**src/hdl/wed_pkg.sv**
```systemverilog
// Package with the types and constants of the weighted Euclidean distance block.
`timescale 1ns / 1ps
`default_nettype none

package wed_pkg;

	localparam int FEAT_W     = 16;
	localparam int WEIGHT_W   = 17;
	localparam int DIFF_W     = 17;
	localparam int SQ_W       = 2 * FEAT_W;
	localparam int PROD_W     = WEIGHT_W + SQ_W;
	localparam int FRAC_SHIFT = 16;
	localparam int TERM_W     = PROD_W - FRAC_SHIFT;
	localparam int SUM_W      = 48;
	localparam int DIST_W     = 23;
	localparam int SQRT_STEPS = SUM_W / 2;
	localparam int CNT_W      = $clog2(SQRT_STEPS);
	localparam int IN_TDATA_W  = 56;
	localparam int OUT_TDATA_W = 40;

	localparam logic [SUM_W-1:0] SUM_MAX   = {SUM_W{1'b1}};
	localparam logic [SUM_W-1:0] SQRT_BIT0 = {2'b01, {(SUM_W-2){1'b0}}};
	localparam logic [SUM_W-1:0] DIST_MAX  = {{(SUM_W-DIST_W){1'b0}}, {DIST_W{1'b1}}};

	typedef enum logic [2:0] {
		ST_IDLE,
		ST_SQ,
		ST_WT,
		ST_ACC,
		ST_ROOT,
		ST_DONE
	} state_t;

endpackage

`default_nettype wire

```
**src/hdl/weighted_euclidean_distance_top.sv**
```systemverilog
// Top level of the weighted Euclidean distance block with its sequencer and shared units.
`timescale 1ns / 1ps
`default_nettype none

// Each input item carries one feature pair, its weight and a last-of-vector mark, and yields one
// result item with the difference test minus reference. A single shared 17 x 32 multiplier forms
// the square and then the weighted square; no new item is taken until the result of the last one
// is loaded. An item marked last also runs the restoring square root of the 48-bit saturating sum,
// two bits per cycle. The result sits in an output register; the block accepts the next item while
// that result still waits.
module weighted_euclidean_distance_top (
	input  wire logic                                clk,
	input  wire logic                                arst_n,
	input  wire logic                                s_tvalid,
	output logic                                     s_tready,
	// s_tdata from bit 0: test_value[15:0], ref_value[15:0], weight[16:0], zero fill.
	input  wire logic [wed_pkg::IN_TDATA_W-1:0]      s_tdata,
	input  wire logic                                s_tlast,
	output logic                                     m_tvalid,
	input  wire logic                                m_tready,
	// m_tdata from bit 0: difference[16:0], distance[22:0].
	output logic [wed_pkg::OUT_TDATA_W-1:0]          m_tdata,
	// m_tuser: distance_valid.
	output logic                                     m_tuser
);

	wed_pkg::state_t state_q, state_d;

	logic [wed_pkg::FEAT_W-1:0]   mag_q;
	logic [wed_pkg::WEIGHT_W-1:0] weight_q;
	logic [wed_pkg::DIFF_W-1:0]   diff_q;
	logic                         last_q;
	logic [wed_pkg::PROD_W-1:0]   prod_q;
	logic [wed_pkg::SUM_W-1:0]    sum_q;
	logic [wed_pkg::SUM_W-1:0]    rem_q;
	logic [wed_pkg::SUM_W-1:0]    root_q;
	logic [wed_pkg::SUM_W-1:0]    bit_q;
	logic [wed_pkg::CNT_W-1:0]    cnt_q;

	logic [wed_pkg::DIFF_W-1:0]   out_diff_q;
	logic [wed_pkg::DIST_W-1:0]   out_dist_q;
	logic                         out_flag_q;
	logic                         out_valid_q;

	logic [wed_pkg::FEAT_W-1:0]   in_test;
	logic [wed_pkg::FEAT_W-1:0]   in_ref;
	logic [wed_pkg::WEIGHT_W-1:0] in_weight;
	logic                         accept;
	logic                         load_out;
	logic                         sel_weight;
	logic [wed_pkg::WEIGHT_W-1:0] mul_a;
	logic [wed_pkg::SQ_W-1:0]     mul_b;
	logic [wed_pkg::PROD_W-1:0]   mul_p;
	logic [wed_pkg::TERM_W-1:0]   term;
	logic [wed_pkg::SUM_W:0]      sum_wide;
	logic [wed_pkg::SUM_W-1:0]    sum_next;
	logic [wed_pkg::SUM_W-1:0]    trial;
	logic                         trial_ok;
	logic [wed_pkg::DIST_W-1:0]   dist_sat;

	assign in_test   = s_tdata[wed_pkg::FEAT_W-1:0];
	assign in_ref    = s_tdata[2*wed_pkg::FEAT_W-1:wed_pkg::FEAT_W];
	assign in_weight = s_tdata[2*wed_pkg::FEAT_W+wed_pkg::WEIGHT_W-1:2*wed_pkg::FEAT_W];

	assign accept = s_tvalid && s_tready;

	assign mul_a = sel_weight ? weight_q : {1'b0, mag_q};
	assign mul_b = sel_weight ? prod_q[wed_pkg::SQ_W-1:0]
		: {{(wed_pkg::SQ_W-wed_pkg::FEAT_W){1'b0}}, mag_q};
	assign mul_p = {{wed_pkg::SQ_W{1'b0}}, mul_a} * {{wed_pkg::WEIGHT_W{1'b0}}, mul_b};

	assign term     = prod_q[wed_pkg::PROD_W-1:wed_pkg::FRAC_SHIFT];
	assign sum_wide = {1'b0, sum_q}
		+ {{(wed_pkg::SUM_W+1-wed_pkg::TERM_W){1'b0}}, term};
	assign sum_next = sum_wide[wed_pkg::SUM_W] ? wed_pkg::SUM_MAX : sum_wide[wed_pkg::SUM_W-1:0];

	assign trial    = root_q + bit_q;
	assign trial_ok = rem_q >= trial;
	assign dist_sat = (root_q > wed_pkg::DIST_MAX) ? {wed_pkg::DIST_W{1'b1}}
		: root_q[wed_pkg::DIST_W-1:0];

	always_ff @(posedge clk or negedge arst_n) begin
		if (!arst_n) begin
			state_q <= wed_pkg::ST_IDLE;
		end else begin
			state_q <= state_d;
		end
	end

	always_comb begin
		state_d    = state_q;
		s_tready   = 1'b0;
		sel_weight = 1'b0;
		load_out   = 1'b0;
		unique case (state_q)
			wed_pkg::ST_IDLE: begin
				s_tready = 1'b1;
				if (s_tvalid) begin
					state_d = wed_pkg::ST_SQ;
				end
			end
			wed_pkg::ST_SQ: begin
				state_d = wed_pkg::ST_WT;
			end
			wed_pkg::ST_WT: begin
				sel_weight = 1'b1;
				state_d    = wed_pkg::ST_ACC;
			end
			wed_pkg::ST_ACC: begin
				state_d = last_q ? wed_pkg::ST_ROOT : wed_pkg::ST_DONE;
			end
			wed_pkg::ST_ROOT: begin
				if (cnt_q == wed_pkg::CNT_W'(wed_pkg::SQRT_STEPS - 1)) begin
					state_d = wed_pkg::ST_DONE;
				end
			end
			wed_pkg::ST_DONE: begin
				if (!out_valid_q || m_tready) begin
					load_out = 1'b1;
					state_d  = wed_pkg::ST_IDLE;
				end
			end
			default: begin
				state_d = wed_pkg::ST_IDLE;
			end
		endcase
	end

	always_ff @(posedge clk or negedge arst_n) begin
		if (!arst_n) begin
			sum_q <= '0;
			cnt_q <= '0;
		end else begin
			unique case (state_q)
				wed_pkg::ST_ACC: begin
					cnt_q <= '0;
					sum_q <= last_q ? '0 : sum_next;
				end
				wed_pkg::ST_ROOT: begin
					cnt_q <= cnt_q + 1'b1;
				end
				default: begin
				end
			endcase
		end
	end

	always_ff @(posedge clk) begin
		if (accept) begin
			mag_q    <= (in_test >= in_ref) ? (in_test - in_ref) : (in_ref - in_test);
			weight_q <= in_weight;
			diff_q   <= {1'b0, in_test} - {1'b0, in_ref};
			last_q   <= s_tlast;
		end
		if (state_q == wed_pkg::ST_SQ || state_q == wed_pkg::ST_WT) begin
			prod_q <= mul_p;
		end
		if (state_q == wed_pkg::ST_ACC) begin
			rem_q  <= sum_next;
			root_q <= '0;
			bit_q  <= wed_pkg::SQRT_BIT0;
		end
		if (state_q == wed_pkg::ST_ROOT) begin
			if (trial_ok) begin
				rem_q  <= rem_q - trial;
				root_q <= (root_q >> 1) + bit_q;
			end else begin
				root_q <= root_q >> 1;
			end
			bit_q <= bit_q >> 2;
		end
		if (load_out) begin
			out_diff_q <= diff_q;
			out_dist_q <= last_q ? dist_sat : '0;
			out_flag_q <= last_q;
		end
	end

	always_ff @(posedge clk or negedge arst_n) begin
		if (!arst_n) begin
			out_valid_q <= 1'b0;
		end else if (load_out) begin
			out_valid_q <= 1'b1;
		end else if (m_tready) begin
			out_valid_q <= 1'b0;
		end
	end

	assign m_tvalid = out_valid_q;
	assign m_tdata  = {out_dist_q, out_diff_q};
	assign m_tuser  = out_flag_q;

`ifndef NO_ASSERTIONS
	a_accept_starts: assert property (@(posedge clk) disable iff (!arst_n)
		accept |=> state_q == wed_pkg::ST_SQ)
		else $error("accepted item did not start the square step");

	a_sum_cleared: assert property (@(posedge clk) disable iff (!arst_n)
		(state_q == wed_pkg::ST_ACC && last_q) |=> sum_q == '0)
		else $error("sum not cleared after the last feature");

	a_root_count: assert property (@(posedge clk) disable iff (!arst_n)
		state_q == wed_pkg::ST_ROOT |-> cnt_q < wed_pkg::CNT_W'(wed_pkg::SQRT_STEPS))
		else $error("square root step count out of range");

	a_dist_zero: assert property (@(posedge clk) disable iff (!arst_n)
		(m_tvalid && !m_tuser) |-> out_dist_q == '0)
		else $error("distance not zero on a result without a distance");
`endif

endmodule

`default_nettype wire

```
**config.mk**
```make
export PLATFORM = sky130hd
export DESIGN_NAME = weighted_euclidean_distance_top
export DESIGN_NICKNAME = d
export VERILOG_FILES = /design/src/hdl/wed_pkg.sv /design/src/hdl/weighted_euclidean_distance_top.sv
export SDC_FILE = /design/constraint.sdc
export NUM_CORES = 2
export LEC_CHECK = 0
export ABC_AREA = 1
export BUFFER_PORTS_ARGS = -buffer_cell sky130_fd_sc_hd__buf_2
export CAP_MARGIN = 20
export CORE_MARGIN = 5
export CORE_UTILIZATION = 30
export CTS_CLUSTER_DIAMETER = 200
export CTS_CLUSTER_SIZE = 28
export DETAILED_ROUTE_END_ITERATION = 12
export PLACE_DENSITY = 0.44
export SLEW_MARGIN = 20
export SYNTH_ARGS = -nofsm -noshare
export SYNTH_HDL_FRONTEND = slang
export SYNTH_SLANG_ARGS = --single-unit
```
**constraint.sdc**
```tcl
create_clock -name clk -period 7.8 [get_ports clk]
set_input_delay 0.78 -clock clk [delete_from_list [all_inputs] [get_ports clk]]
set_output_delay 0.78 -clock clk [all_outputs]
set_load 0.01 [all_outputs]
```
==> results.toml <==
[clock_tree]
postCtsSetupBuffers = 0
clkLatencyLatePin_ns = 0.59
cts_buffers = 15
cts_sinks = 317
ctsHoldBuffers = 0
cts_resized = 0
tritoncts = "built"
htreeDepth = 1
cts-root-buf = "clkbuf_16"
clockBufferDepth = 3
path_clk_slew_ns = 0.12

[die]
fp.dieH_um = 391
coreArea_um2 = 144000
io_pins = 104
dieArea_um2 = 153000
num_rows = 139
die_x_um = 391
initial_core_util = 0.303

[global_route]
grt_antenna_before_repair = 1
grt-ovfl-total = 0
grt_pass1_wl_um = 251000
grt_pass1_vias = 39300
grtUsageTotal = 0.216
grt_max_degree = 63

[synthesis]
async_flop_share = 0.180
ys_seq_elements = 317
synth_cells = 6170
ys_types = 56
synth_area_leader_cell = "fa_1"
synthMostInstantiatedCell = "nand2_1"
ys_top_cells_by_area = "fa_1 21%, edfxtp_1 15%, nand2_1 14%"
synth_top_area_share = 0.208
ys_dominant_reg_cell = "edfxtp_1"
synth_fp_nets = 6970
syn_avg_cell_area_um2 = 7.06
synth_edf_count = 211
yosysSeqAreaShare = 0.201
yosysWarnings = 0
synthesis.area_um2 = 43600
synth_common_cells = "1619 x nand2_1, 1244 x inv_1, 761 x nor2_1"

[sta]
finalClockSkew_ns = 0.0279
slew_headroom = 0.295
timing.fmax_ghz = 0.135
finalCritPeriodShare = 0.951
rsz0062_at_grt = "no"
finalHoldViolCount = 0
layout_min_cycle_time_ns = 7.42
drv_slew = 0
worstMarginPinSlew_ns = 1.05
setup_viol = 0
tns_ns = 0

[setup_path]
critical_path_buf_inv_count = 9
start_kind = "register"
cp.required_ns = 8.13
path_max_fanout = 30
endpoint_kind = "register"
crit_arrival_ns = 7.75
cpPeakStageDelay_ns = 0.56
cp_slowest_cell = "fa_1"
cp_common_cell = "inv_1"
path_class = "reg -> reg"
crit_family = "adder cells"

[detailed_routing]
drc = 0
drt.antenna.violating_nets = 0
wirelength_um = 167000
drtIter0Drc = 2857
vias = 39200
wire_per_inst_um = 20.5
vias_per_cell = 4.81
drtPass1Iterations = 6

[placement]
io_buffers = 96
dp_hpwl_um = 141000
gp_congestion = 0.928

[job]
maxCapViolations = 0

[final_layout]
diodes = 0
synthToLayoutAreaGrowth_pct = 7.86
layout-drive-gt1-share = 0.0424
final_nets = 7035

[run_status]
status = "finished, final reports clean"

[hold_path]
min_path_type = "in -> reg"
-- worst paths after layout --
path                                                  to  slack, ns                    from  depth (start not counted)
max in group asynchronous           cnt_q[1]$_DFFE_PN0P_       6.71                  arst_n                          2
worst max register to register      prod_q[42]$_DFFE_PN_       0.38  state_q[1]$_DFFE_PN0P_                         29
min in group asynchronous          sum_q[43]$_DFFE_PN0P_       0.41                  arst_n                          2
worst min-delay path               weight_q[1]$_DFFE_PP_       0.36             s_tdata[33]                          1
worst min register to register  out_diff_q[11]$_DFFE_PP_       0.43    diff_q[11]$_DFFE_PP_                          0
worst max-delay path                prod_q[42]$_DFFE_PN_       0.38  state_q[1]$_DFFE_PN0P_                         29
-- cell usage in the layout, fill, tap and decap left out, drive strengths merged, types with 6 or more instances in the layout --
| master | count |
|---|---|
| nand3 | 247 |
| a21oi | 294 |
| nand4 | 73 |
| clkinv | 13 |
| xnor2 | 50 |
| a21o | 17 |
| nand2 | 1623 |
| fa | 453 |
| xor2 | 125 |
| nand3b | 16 |
| nor4 | 16 |
| o211ai | 6 |
| ha | 286 |
| dfxtp | 49 |
| buf | 183 |
| o21a | 8 |
| inv | 1251 |
| nor2 | 767 |
| a31oi | 13 |
| nor3 | 47 |
| edfxtp | 211 |
| o22ai | 7 |
| or2 | 26 |
| a21boi | 13 |
| dfrtp | 57 |
| o21bai | 34 |
| clkbuf | 23 |
| o21ai | 310 |
-- stage by stage --
step	worst slack [ns]	cells	utilization	area (um2)	hold slack, ns
after floorplan	1.52	6170	-	43600	0.400
after global placement	0.368	8121	0.323	46500	0.403
after detailed placement	0.384	8121	0.323	46500	0.405
after CTS	0.342	8147	0.326	47000	0.326
after global routing	0.00464	8147	0.326	47000	0.335
final	0.383	8147	0.326	47000	0.363
-- per-layer routing --
layer,GRT usage,vias up,share of wire
li1,-,19200,-
met1,0.303,19000,0.47
met2,0.366,946,0.47
met3,0.0186,148,0.042
met4,0.0419,0,0.024
met5,0,-,0
-- state kept, by name (all words and copies together) (netlist names), 5 cells and up --
| register | cells |
|---|---|
| weight_q | 17 |
| out_dist_q | 23 |
| sum_q | 48 |
| diff_q | 16 |
| mag_q | 16 |
| bit_q | 24 |
| cnt_q | 5 |
| rem_q | 48 |
| root_q | 48 |
| out_diff_q | 17 |
| prod_q | 49 |
-- worst register-to-register path, delay by kind of cell (launching register included) --
kind / cells / cell delay [ns]
AOI/OAI and AO/OA: 3 / 0.54
xor gates and xnor gates: 1 / 0.16
adders and majority gates: 7 / 3.40
buffers and inverters: 9 / 1.26
DFF: 1 / 0.38
and+or+nand+nor: 9 / 1.44
-- cell type report --
class	count	area [um2]
timing repair buffer	183	1160
fill	16000	97000
clock buffer	23	405
inverter	1263	4750
tap	1903	2380
clock inverter	3	55.1
sequential	317	8740
multi-input combinational	4455	29500
-- logic make-up (layout without fill, tap and decap cells) --
| family | count (synthesis) | count (layout) | share of synthesized area |
|---|---|---|---|
| AOI/OAI and AO/OA | 717 | 717 | 0.0892 |
| xor gates and xnor gates | 175 | 175 | 0.0352 |
| buffers and inverters | 1398 | 1472 | 0.123 |
| and+or+nand+nor | 2824 | 2824 | 0.262 |
| adders and majority gates | 739 | 739 | 0.290 |
| DFF | 317 | 317 | 0.201 |
Power is left out: the tool's default activity adds up to more than one toggle a clock period on the data nets, which glitch-free logic cannot reach.
